### src/hw/rtl/ccr_pkg.sv
// Package for the circle collision resolver: widths, contact codes and the
// queue entry type passed from the front end to the back end.
// No dependencies.
`timescale 1ns / 1ps
`default_nettype none

package ccr_pkg;

   localparam int COORD_W     = 32;
   localparam int RAD_W       = 24;
   localparam int RSUM_W      = 25;
   localparam int MAG_W       = 26;
   localparam int D2_W        = 52;
   localparam int ROOT_W      = 26;
   localparam int NUM_W       = 43;
   localparam int QUO_W       = 17;
   localparam int NORM_W      = 18;
   localparam int OVL_W       = 27;
   localparam int CONT_W      = 26;
   localparam int TINY_DIST   = 7;
   localparam int Q_ONE       = 65536;
   localparam int QUEUE_DEPTH = 4;
   localparam int SQRT_STEPS  = 26;
   localparam int DIV_STEPS   = 17;

   typedef enum logic [1:0] {
      KIND_NONE    = 2'd0,
      KIND_SOLID   = 2'd1,
      KIND_TRIGGER = 2'd2
   } kind_type;

   // classified pair, as queued for the back end
   typedef struct packed {
      kind_type                   kind;
      logic signed [COORD_W-1:0]  a_x;
      logic signed [COORD_W-1:0]  a_y;
      logic signed [COORD_W-1:0]  b_x;
      logic signed [COORD_W-1:0]  b_y;
      logic [RAD_W-1:0]           b_radius;
      logic [RSUM_W-1:0]          rsum;
      logic                       neg_x;
      logic                       neg_y;
      logic [MAG_W-1:0]           mag_x;
      logic [MAG_W-1:0]           mag_y;
      logic [D2_W-1:0]            d2;
      logic                       coincident;
   } item_type;

endpackage

`default_nettype wire

### src/hw/rtl/ccr_queue.sv
// Small queue between the front end and the back end.
// Depends on ccr_pkg.
`timescale 1ns / 1ps
`default_nettype none

module ccr_queue #(
   parameter int Depth = ccr_pkg::QUEUE_DEPTH
) (
   input  wire logic               clock,
   input  wire logic               reset,
   input  wire logic               push,
   input  wire ccr_pkg::item_type  push_item,
   output logic                    full,
   input  wire logic               pop,
   output ccr_pkg::item_type       pop_item,
   output logic                    empty
);

   localparam int PtrW = (Depth > 1) ? $clog2(Depth) : 1;
   localparam int CntW = $clog2(Depth + 1);

   ccr_pkg::item_type   mem [Depth];
   logic [PtrW-1:0]     wr_ptr_ff, rd_ptr_ff;
   logic [CntW-1:0]     count_ff;

   assign full     = (count_ff == CntW'(Depth));
   assign empty    = (count_ff == '0);
   assign pop_item = mem[rd_ptr_ff];

   // storage
   always_ff @(posedge clock) begin
      if (push) begin
         mem[wr_ptr_ff] <= push_item;
      end
   end

   // pointers and fill count
   always_ff @(posedge clock) begin
      if (reset) begin
         wr_ptr_ff <= '0;
         rd_ptr_ff <= '0;
         count_ff  <= '0;
      end else begin
         if (push) begin
            wr_ptr_ff <= (wr_ptr_ff == PtrW'(Depth - 1)) ? '0 : wr_ptr_ff + PtrW'(1);
         end
         if (pop) begin
            rd_ptr_ff <= (rd_ptr_ff == PtrW'(Depth - 1)) ? '0 : rd_ptr_ff + PtrW'(1);
         end
         if (push && !pop) begin
            count_ff <= count_ff + CntW'(1);
         end else if (pop && !push) begin
            count_ff <= count_ff - CntW'(1);
         end
      end
   end

   a_no_overflow: assert property (@(posedge clock) disable iff (reset)
      !(push && full)) else $error("queue overflow");
   a_no_underflow: assert property (@(posedge clock) disable iff (reset)
      !(pop && empty)) else $error("queue underflow");
   a_count_bound: assert property (@(posedge clock) disable iff (reset)
      count_ff <= CntW'(Depth)) else $error("queue count out of range");

endmodule

`default_nettype wire

### config.mk
export PLATFORM = sky130hd
export DESIGN_NAME = ccr_queue
export DESIGN_NICKNAME = d
export VERILOG_FILES = /design/src/hw/rtl/ccr_pkg.sv /design/src/hw/rtl/ccr_queue.sv
export SDC_FILE = /design/constraint.sdc
export NUM_CORES = 1
export LEC_CHECK = 0
export BUFFER_PORTS_ARGS = -buffer_cell sky130_fd_sc_hd__clkbuf_2
export CORE_UTILIZATION = 30
export DETAILED_ROUTE_END_ITERATION = 7
export GPL_ROUTABILITY_DRIVEN = 1
export HOLD_SLACK_MARGIN = 0.05
export SYNTH_ARGS = -nofsm -noshare
export SYNTH_HDL_FRONTEND = slang
export SYNTH_SLANG_ARGS = --single-unit
export TNS_END_PERCENT = 1
### constraint.sdc
create_clock -name clock -period 9.61 [get_ports clock]
set_clock_uncertainty 0.05 [all_clocks]
set_input_delay 0.961 -clock clock [delete_from_list [all_inputs] [get_ports clock]]
set_output_delay 0.961 -clock clock [all_outputs]
set_load 0.01 [all_outputs]
# == Word-level counts from Yosys, hierarchy flattened ==
# Memory sizes are Yosys's and may differ from the RTL's. A register that Yosys moved wholly into a read port is not among the register bits.
# Cells that the tools add are included.
# op_classes
n_addsub,4
eq_ne,3
mux,8
n_reduce_logical,6
# ops
cell,count
$mux W2,4
$mux W3,2
$add A2 B1 Y2 const B,2
$eq A2 B2 Y1 const B,2
$add A3 B1 Y3 const B,1
$eq A3 B3 Y1 const B,1
$logic_not A3 Y1,1
$sub A3 B1 Y3 const B,1
$logic_and A1 B1 Y1,2
$logic_not A1 Y1,2
$mux W1,2
$reduce_bool A2 Y1,1
# totals
regBits,7
ramBits,1144
in_bits,290
out_inout_bits,288
elab_cells,25
n_memories,1
# mem_list
memory,words,word_bits,read_ports,rd_clocked_by_memory_dff,write_ports,line,source
mem,4,286,1,1,1,ccr_queue.sv:22,ccr_pkg::item_type mem [Depth];

# == Depth between registers and ports, before layout ==
# Gate-level depths: netlist (run 1).
# logic_depth
word_depth,4
depth_mapped,7
mapped_depth_nobuf,7

# == Worst setup path after synthesis (run 1) ==
# Ideal clock, no wire load.
# synth_timing
kind,input -> register
start,input push
end,"memory mem[0][0] in the netlist's numbering, enable pin"
arrival_time_ns,7.415
setup_slack_ns,1.462
cell_stages,1
n_path_buf,0
cell_sequence,and2_1
# synth_between
elab_chain_len,2
# synth_lines
element,line,source
from (decl),ccr_queue.sv:11,"input wire logic push,"
$mux W1,ccr_queue.sv:32,if (push) begin
$mux W1 (implied by the code),ccr_queue.sv:33,mem[wr_ptr_ff] <= push_item;
to (decl),ccr_queue.sv:22,
# Every way passes these cells.

==> reports/results.ini, run 1 <==
[clock_tree]
clk_pin_slew_ps=60
clk_latency_ps=720
tritoncts=yes
cts-buffers-inserted=117
h-tree-depth=3
ctsHoldBuffers=0
clockBufferDepth=3
cts_resized=0
cts_setup_buffers=0
cts_num_sinks=1153
cts_root_buf=clkbuf_16

[placed_design]
place_area_um2=47000
io_buffers=577
pre_cts_ws_ps=5430
gp_congestion=0.726
dp.final_hpwl_um=54100
placed_cells=3927

[worst_setup_path]
regToRegSetupSlack_ps=6830
slowest_delay_ps=970
start_kind=flip-flop
critical_path.top_delay_family=buffers and inverters
worst-path-buf-inv=3
critPathKind=flip-flop to output pin
timing.rr.start=wr_ptr_ff[0]$_SDFFE_PP0P_
path_depth=4
crit_path_top_delay_cell=dfxtp_4
end_kind=output pin
r2r_end=mem[3][183]$_DFFE_PP_
crit_required_ps=8600
cpMostUsedCell=buf_12
worstPathArrival_ps=3770
path_max_fanout=83
r2r_cells=3
crit_chain=buf_12 > buf_12 > mux4_1 > clkbuf_2

[synthesis]
yosys_warnings=0
synthCells=1538
synth.ff_latch_count=1153
syn_area_um2=42000
ys_seq_area_share_pct=82.1
avgSynthCellArea_um2=27.3
syn-num-nets=1835
synth_cell_type_count=20

[route]
wl_per_cell_um=21.3
routed_via_density=4.50
vias=18695
first_iter_violations=1044
drcViolationCount=0
wl_um=88600
firstDrtPassIters=5
ant_nets=0

[die]
num_rows=136
die_width_um=376
die_h_um=376
start_util_pct=30.4
die-area_um2=142000
io_pins=578
core_area_um2=138000

[run_status]
run_status=finished, final reports clean

[final_layout]
seq_area_um2=34500
fin_cells=4155
fill_cells=12625
multi_input_comb_area_um2=7000
fin_nets=2480
area_delta_synth_final_pct=21.2
stdcell_area_um2=50900
drive_above_1_share_pct=42.7

[power_and_ir_drop]
power_leakage_nw=17.0
power.density_nw_per_um2=221
ir_worst_vdd_v=0.000164
power.total_mw=11.3

[sta]
fmax_mhz=209
tightest_slew_ps=1220
setup_ws_ps=4820
hold_viol=0
setup_violations=0
fin_crit_ps=4790
finalCritPeriodShare_pct=49.8
rsz0062_at_grt=no
slew_viol_final=0
slew_headroom_pct=18.6
fin_tns_setup_ps=0

[run]
maxCapViolCount=0

[worst_hold_path]
worstHoldPathCells=1
holdPathEnd=mem[2][89]$_DFFE_PP_
hp-start=push_item[89]
hp-class=input pin to flip-flop

[grt]
grt_overflow=0
grt_pass1_wl_um=130000
grt_max_degree=135
track_usage_pct=12.3
first_global_vias=19979
antenna_found_initial=24

-- synthesized netlist by cell type, drive strengths merged --
cell | number | share of area (%)
nor3 | 1 | 0.012
dfxtp | 9 | 0.43
edfxtp | 1144 | 82
clkbuf | 6 | 0.054
ha | 6 | 0.18
nor2 | 7 | 0.063
buf | 58 | 1.1
nor3b | 2 | 0.036
xor2 | 2 | 0.042
or3 | 1 | 0.015
mux4 | 286 | 16
mux2i | 4 | 0.095
and2 | 4 | 0.060
fa | 1 | 0.048
o21ai | 1 | 0.012
inv | 4 | 0.036
a21oi | 2 | 0.024
-- cell families (layout without fill, tap and decap cells) --
kind of cell             count (synthesis)  after routing  share of synthesized area [%]
AO/OA/AOI/OAI                            3              3                         0.0357
XOR/XNOR                                 2              2                         0.0417
adder cells (fa/ha/maj)                  7              7                          0.226
buffers and inverters                   68            815                           1.22
flip-flops                            1153           1153                           82.1
multiplexers                           290            290                           16.1
other                                    0              7                              0
AND/OR/NAND/NOR                         15             15                          0.185
-- layout make-up --
type,count,share of cell area [%]
Antenna cell,7,0.0344
Clock buffer,141,5.97
Clock inverter,80,1.65
Inverter,4,0.0295
Multi-Input combinational cell,317,13.7
Sequential cell,1153,67.8
Tap cell,1863,4.58
Timing Repair Buffer,590,6.18
-- metal layers --
metal	vias up	part of all wire, %	track usage, %
li1	8119	-	-
met1	9814	39	14.7
met2	577	50	20.4
met3	153	8.4	4.45
met4	32	2.4	4.44
met5	-	0.24	0
-- where the power goes --
part	internal [mW]	switching [mW]
registers	5.77	0.0550
logic	0.388	0.524
clock network	2.64	1.88
total	8.80	2.46
-- through the flow --
stage          util [%]  hold slack, ps
6_report           36.9             404
5_1_grt            36.9             343
2_1_floorplan         -             410
3_3_place_gp       34.0             428
4_1_cts            36.8             303
3_5_place_dp       34.0             442
-- worst max path at each step --
stage	startpoint	endpoint	slack, ps
final	flip-flop	pop_item[207]	4820
after global routing	flip-flop	pop_item[207]	4460
after CTS	flip-flop	pop_item[207]	4590
after detailed placement	flip-flop	pop_item[229]	5430
after global placement	flip-flop	pop_item[87]	5460
after floorplan	push	mem[0][0]$_DFFE_PP_	1460
-- sequential cells by signal (all words and copies together), names as in the netlist, named ones only --
signal     count
rd_ptr_ff      2
mem         1144
count_ff       3
wr_ptr_ff      2
-- cells in the final DEF (no fill, tap or decap) --
| cell | count |
|---|---|
| a21oi_1 | 2 |
| and2_4 | 4 |
| buf_12 | 13 |
| bufinv_16 | 14 |
| clkbuf_1 | 23 |
| clkbuf_16 | 118 |
| clkbuf_2 | 577 |
| clkinv_1 | 24 |
| clkinv_16 | 1 |
| clkinv_2 | 22 |
| clkinv_4 | 3 |
| clkinv_8 | 2 |
| clkinvlp_4 | 6 |
| dfxtp_1 | 7 |
| dfxtp_4 | 2 |
| diode_2 | 7 |
| edfxtp_1 | 1144 |
| fa_1 | 1 |
| ha_1 | 6 |
| inv_1 | 4 |
| inv_16 | 1 |
| inv_6 | 6 |
| inv_8 | 1 |
| mux2i_1 | 4 |
| mux4_1 | 81 |
| mux4_2 | 205 |
| nor2_1 | 7 |
| nor3_1 | 1 |
| nor3b_1 | 2 |
| o21ai_0 | 1 |
| or3_1 | 1 |
| xor2_1 | 2 |
No activity file was read; power rests on OpenSTA's default activity.
==> run 2, diff against run 1 <==
clock period = 4.4 ns   (was 9.61 ns; I/O delays follow)
==> reports/results.ini, run 2 (synthesis gave the netlist of run 1 again) <==
[clock_tree]
h-tree-depth=3  ; unchanged
tritoncts=yes
cts-buffers-inserted=118  ; +0.85%
cts_num_sinks=1153  ; unchanged
clk_latency_ps=700  ; -20 ps
clockBufferDepth=3  ; unchanged
cts_root_buf=clkbuf_16
cts_setup_buffers=0  ; unchanged
clk_pin_slew_ps=60  ; about the same

[final_layout]
stdcell_area_um2=54400  ; +6.8%
fill_cells=12350  ; -2.2%
final_core_util_pct=39.4  ; +2.5 points
reg_top3=mem: 1144 flops, count_ff: 3 flops
final_cell_mix=edfxtp_1 (1144), clkbuf_2 (577), dlygate4sd3_1 (289)
final_common_cell=edfxtp_1
largest_register_ffs=1144  ; unchanged
largest_register=mem
area_delta_synth_final_pct=29.4
drive_above_1_share_pct=39.5  ; -3.2 points
fin_nets=2843  ; +15%

[grt]
grt_max_degree=67  ; -50%
grt_overflow=0  ; unchanged
use_met1_pct=16.1  ; +1.4 points
track_usage_pct=13.5  ; +1.2 points
use_met2_pct=23.2  ; +2.8 points
top_usage_layer=met2
antenna_found_initial=12  ; -50%
first_global_vias=22328  ; +12%
grt_pass1_wl_um=143000  ; +10%
grtUsageMet3_pct=4.41  ; -0.037 points

[worst_setup_path]
endpoint=pop_item[206]
crit_required_ps=3910  ; -4690 ps
crit_path_top_delay_cell=dfxtp_4
slowest_delay_ps=910  ; -60 ps
critPathKind=flip-flop to output pin
crit_chain=buf_4 > mux4_1 > clkbuf_2
worstPathArrival_ps=3010  ; -760 ps
end_kind=output pin
r2r_cells=3  ; unchanged
start_kind=flip-flop
path_max_fanout=33  ; -60%
r2r_end=mem[3][254]$_DFFE_PP_
regToRegSetupSlack_ps=1970  ; -4860 ps
timing.rr.start=wr_ptr_ff[0]$_SDFFE_PP0P_

[die]
die-area_um2=142000  ; unchanged
die_width_um=376  ; unchanged
start_util_pct=30.4  ; unchanged
io_pins=578  ; unchanged
die_h_um=376  ; unchanged
num_rows=136  ; unchanged
core_area_um2=138000  ; unchanged

[worst_hold_path]
worstHoldPathCells=2  ; +1
hp-class=input pin to flip-flop

[sta]
tightest_slew_ps=1050  ; -168 ps
rsz0062_at_grt=no
setup_violations=0  ; unchanged
slew_viol_final=0  ; unchanged
holdWs_ps=431  ; +26.9 ps
setup_ws_ps=904  ; -3920 ps
finalCritPeriodShare_pct=79.5
slew_headroom_pct=29.8  ; +11 points
fin_crit_ps=3500
fmax_mhz=286
hold_viol=0  ; unchanged

[route]
first_iter_violations=1127  ; +8.0%
drcViolationCount=0  ; unchanged
wl_per_cell_um=21.4  ; +0.52%
ant_nets=0  ; unchanged
wl_um=96900  ; +9.4%
routed_via_density=4.51  ; +0.22%
firstDrtPassIters=5  ; unchanged
vias=20387  ; +9.1%

[placed_design]
gp_congestion=0.775  ; +6.7%
pre_cts_ws_ps=1590  ; -3850 ps
io_buffers=577  ; unchanged
place_area_um2=47700  ; +1.3%
dp.final_hpwl_um=63200  ; +17%

[run_status]
run_status=finished, final reports clean

[run]
maxCapViolCount=0  ; unchanged

[power_and_ir_drop]
power.density_nw_per_um2=457  ; +110%
ir_worst_vdd_v=0.000400  ; +140%
power_leakage_nw=18.5  ; +9.4%

[run 2: cell types whose count changed in the layout (fill, tap and decap cells not counted), sizes merged]
cell	change
clkinv	+5
bufinv	-1
diode	+4
clkbuf	-5
buf	+73
dlygate4sd3	+289
clkinvlp	+1
[run 2: stage by stage]
step / std cells / total power, mW / setup TNS, ps
4_1_cts: 4510 / 25.2 / 0
3_5_place_dp: 4000 / 15.1 / 0
3_3_place_gp: 4000 / 15.0 / 0
2_1_floorplan: 1538 / 14.1 / -67640
5_1_grt: 4515 / 25.7 / 0
6_report: 4521 / 24.9 / 0
[run 2: layout make-up]
class / count / area, um^2 / area share [%]
tap: 1863 / 2330 / 4.28
inverter: 4 / 15.0 / 0.0276
multi-input combinational: 317 / 7000 / 12.9
antenna: 11 / 27.5 / 0.0506
clock inverter: 85 / 811 / 1.49
timing repair buffer: 952 / 6660 / 12.2
sequential: 1153 / 34500 / 63.5
clock buffer: 136 / 3020 / 5.55
[run 2: worst max-delay path: cells and delay by family, from the launching register on]
| family | cells | cell delay (ps) |
|---|---|---|
| buf+inv | 2 | 690 |
| flops | 1 | 910 |
| mux | 1 | 630 |
[run 2: worst min path at each step]
stage / slack (ps) / end / from
after floorplan: 410 / count_ff[2]$_SDFFE_PP0P_ / count_ff[2]$_SDFFE_PP0P_
after global placement: 430 / count_ff[2]$_SDFFE_PP0P_ / count_ff[2]$_SDFFE_PP0P_
after detailed placement: 470 / count_ff[2]$_SDFFE_PP0P_ / count_ff[2]$_SDFFE_PP0P_
after CTS: 340 / mem[0][107]$_DFFE_PP_ / push_item[107]
after global routing: 360 / mem[3][257]$_DFFE_PP_ / push_item[257]
final: 430 / mem[2][107]$_DFFE_PP_ / push_item[107]
[run 2: where the power goes]
part | switching [mW] | leakage (nW) | internal (mW)
logic | 1.25 | 6.10 | 1.07
clock network | 4.15 | 1.86 | 5.69
registers | 0.137 | 10.6 | 12.6
total | 5.53 | 18.5 | 19.4
[run 2: what timing repair did]
item / CTS / global route
hold buffers: 289 / 0
endpoints found under the hold margin: 1153 / 0
gates resized for setup: 0 / 0
setup endpoints to repair: 0 / 0
[run 2: routing by layer]
layer | vias to the layer above | wire (um) | share of wire, %
met2 | 622 | 49400 | 51
li1 | 8861 | - | -
met3 | 157 | 7220 | 7.5
met4 | 6 | 2470 | 2.6
met5 | - | 34 | 0.035
met1 | 10741 | 37800 | 39
==> run 3, diff against run 2 <==
ABC_AREA = 1   (was unset)
clock period = 3.4 ns   (was 4.4 ns; I/O delays follow)
==> reports/results.ini, run 3 <==
[sta]
slew_headroom_pct=37.2  ; +7.4 points
slew_viol_final=0  ; unchanged
finalCritPeriodShare_pct=93.8
hold_viol=0  ; unchanged
setup_violations=0  ; unchanged
tightest_slew_ps=942  ; -111 ps
setup_ws_ps=211  ; -693 ps
rsz0062_at_grt=no
fin_crit_ps=3190
holdWs_ps=296  ; -135 ps
fin_tns_setup_ps=0  ; unchanged
fmax_mhz=314

[route]
ant_nets=0  ; unchanged
firstDrtPassIters=5  ; unchanged
wl_um=107000  ; +11%
first_iter_violations=1669  ; +48%
drcViolationCount=0  ; unchanged
vias=26750  ; +31%
wl_per_cell_um=18.9  ; -12%
routed_via_density=4.70  ; +4.3%

[synthesis]
synth.most_common_cell=edfxtp_1
synth_edf_count=1144  ; unchanged
synthTopCellsByCount=edfxtp_1 (1144), nor2_1 (580), o21ai_0 (567), o22ai_1 (286), clkbuf_1 (94)
synthCells=2825  ; +84%
synth.ff_latch_count=1153  ; unchanged
synth-main-ff-cell=edfxtp_1
syn-num-nets=3122  ; +70%
synthArstFlopShare_pct=0  ; unchanged
yosys_warnings=0  ; unchanged
syn_area_um2=42500  ; +1.2%
avgSynthCellArea_um2=15.1  ; -45%
synth_top_area_cell=edfxtp_1
synth_top_area_share_pct=80.8  ; -0.95 points
ys_seq_area_share_pct=81.2  ; -0.95 points
synth_cell_type_count=22  ; +10%
synth.area.top_cells=edfxtp_1 (81%), o21ai_0 (6.7%), nor2_1 (5.1%)

[clock_tree]
h-tree-depth=3  ; unchanged
clk_pin_slew_ps=60  ; about the same
cts-buffers-inserted=119  ; +0.85%
clockBufferDepth=3  ; unchanged
clk_latency_ps=720  ; +20 ps
cts_setup_buffers=0  ; unchanged
cts_root_buf=clkbuf_16
tritoncts=yes
cts_num_sinks=1153  ; unchanged

[worst_setup_path]
path_max_fanout=90  ; +170%
r2r_cells=5  ; +2
timing.rr.start=wr_ptr_ff[0]$_SDFFE_PP0P_
critPathKind=flip-flop to output pin
end_kind=output pin
start_kind=flip-flop
crit_required_ps=3010  ; -900 ps
worstPathArrival_ps=2800  ; -210 ps

[power_and_ir_drop]
power.density_nw_per_um2=596  ; +30%
power_leakage_nw=19.1  ; +2.7%
ir_worst_vdd_v=0.000460  ; +15%

[die]
die-area_um2=143000  ; +1.2%
num_rows=137  ; +0.74%
start_util_pct=30.4  ; -0.055 points
core_area_um2=140000  ; +1.4%
io_pins=578  ; unchanged
die_width_um=379  ; +0.58%
die_h_um=379  ; +0.58%

[placed_design]
gp_congestion=0.753  ; -2.8%
dp.final_hpwl_um=65200  ; +3.1%
pre_cts_ws_ps=817  ; -769 ps
placed_cells=5170  ; +29%
io_buffers=577  ; unchanged
place_area_um2=47900  ; +0.55%

[final_layout]
reg_top3=mem: 1144 flops, count_ff: 3 flops
largest_register_ffs=1144  ; unchanged
area_delta_synth_final_pct=28.8
fill_cells=12929  ; +4.7%
final_common_cell=edfxtp_1
drive_above_1_share_pct=22.3  ; -17 points
largest_register=mem
fin_nets=4002  ; +41%
final_cell_mix=edfxtp_1 (1144), nor2_1 (580), clkbuf_2 (577)
stdcell_area_um2=54800  ; +0.64%
fin_cells=5690  ; +26%

[grt]
antenna_found_initial=12  ; unchanged
grt_pass1_wl_um=159000  ; +11%
track_usage_pct=14.5  ; +0.99 points
first_global_vias=26194  ; +17%
grt_max_degree=118  ; +76%
grt_overflow=0  ; unchanged

[run]
maxCapViolCount=0  ; unchanged

[run_status]
run_status=finished, final reports clean

[worst_hold_path]
worstHoldPathCells=2  ; unchanged
hp-class=input pin to flip-flop
hp-start=push_item[45]

-- run 3: cell count changes after synthesis, sizes merged, moves of 2 or more --
cell    change
clkbuf     +88
nand2       +8
nor3b       -2
nor2      +573
o22ai     +286
and2        -4
o21ai     +574
buf        +38
nor3        +3
mux4      -286
mux2i       -4
inv        +12
-- run 3: what timing repair did --
item,CTS,global route
hold endpoints to repair,1153,0
setup endpoints to repair,1,1
hold buffers,290,0
gates resized for setup,1,1
-- run 3: through the flow --
| stage | total power, mW | util (%) |
|---|---|---|
| after detailed placement | 19.9 | 34.2 |
| final | 32.7 | 39.1 |
| after global placement | 19.8 | 34.2 |
| after floorplan | 18.4 | - |
| after CTS | 33.0 | 39.1 |
| after global routing | 33.8 | 39.1 |
-- run 3: cell type report --
| type | instances | area (um^2) | share of cell area (%) |
|---|---|---|---|
| well taps | 1876 | 2350 | 4.29 |
| clock buffers | 144 | 3090 | 5.65 |
| multi-input cells | 1466 | 7050 | 12.9 |
| diodes | 10 | 25.0 | 0.0457 |
| inverters | 16 | 98.8 | 0.181 |
| flip-flops and latches | 1153 | 34500 | 63.1 |
| repair buffers | 949 | 6790 | 12.4 |
| clock inverters | 76 | 806 | 1.47 |
-- run 3: where the power goes --
group          leakage [nW]  internal [mW]  switching (mW)
combinational          6.57           1.20            2.20
sequential             10.6           16.3           0.137
clock                  1.89           7.42            5.43
total                  19.1           24.9            7.77
-- run 3: final timing paths --
| check | slack (ps) | endpoint |
|---|---|---|
| min | 300 | mem[2][45]$_DFFE_PP_ |
| max | 210 | pop_item[173] |
| max reg2reg | 1010 | mem[0][100]$_DFFE_PP_ |
| min reg2reg | 440 | wr_ptr_ff[1]$_SDFFE_PP0P_ |
-- run 3: cell families after synthesis --
group                      Yosys count  share of synthesized area [%]
DFF                               1153                           81.2
AOI/OAI and AO/OA                  864                           11.0
and+or+nand+nor                    594                           5.26
buffers and inverters              206                           2.29
adders and majority gates            7                          0.224
xor gates and xnor gates             1                         0.0206
-- run 3: worst max-delay path, cell delays in order, from the launching register on --
cell	delay, ps
dfxtp_4	640
buf_12	380
buf_4	330
o21ai_0	130
o22ai_1	250
clkbuf_2	180
-- run 3: metal layers --
metal  wire length, um  track usage (%)  vias to the layer above
met4              2760             4.84                        4
met2             52700             24.2                      763
met5                26                0                        -
met1             44300             18.1                    13273
met3              7620             4.00                      179
li1                  -                -                    12531
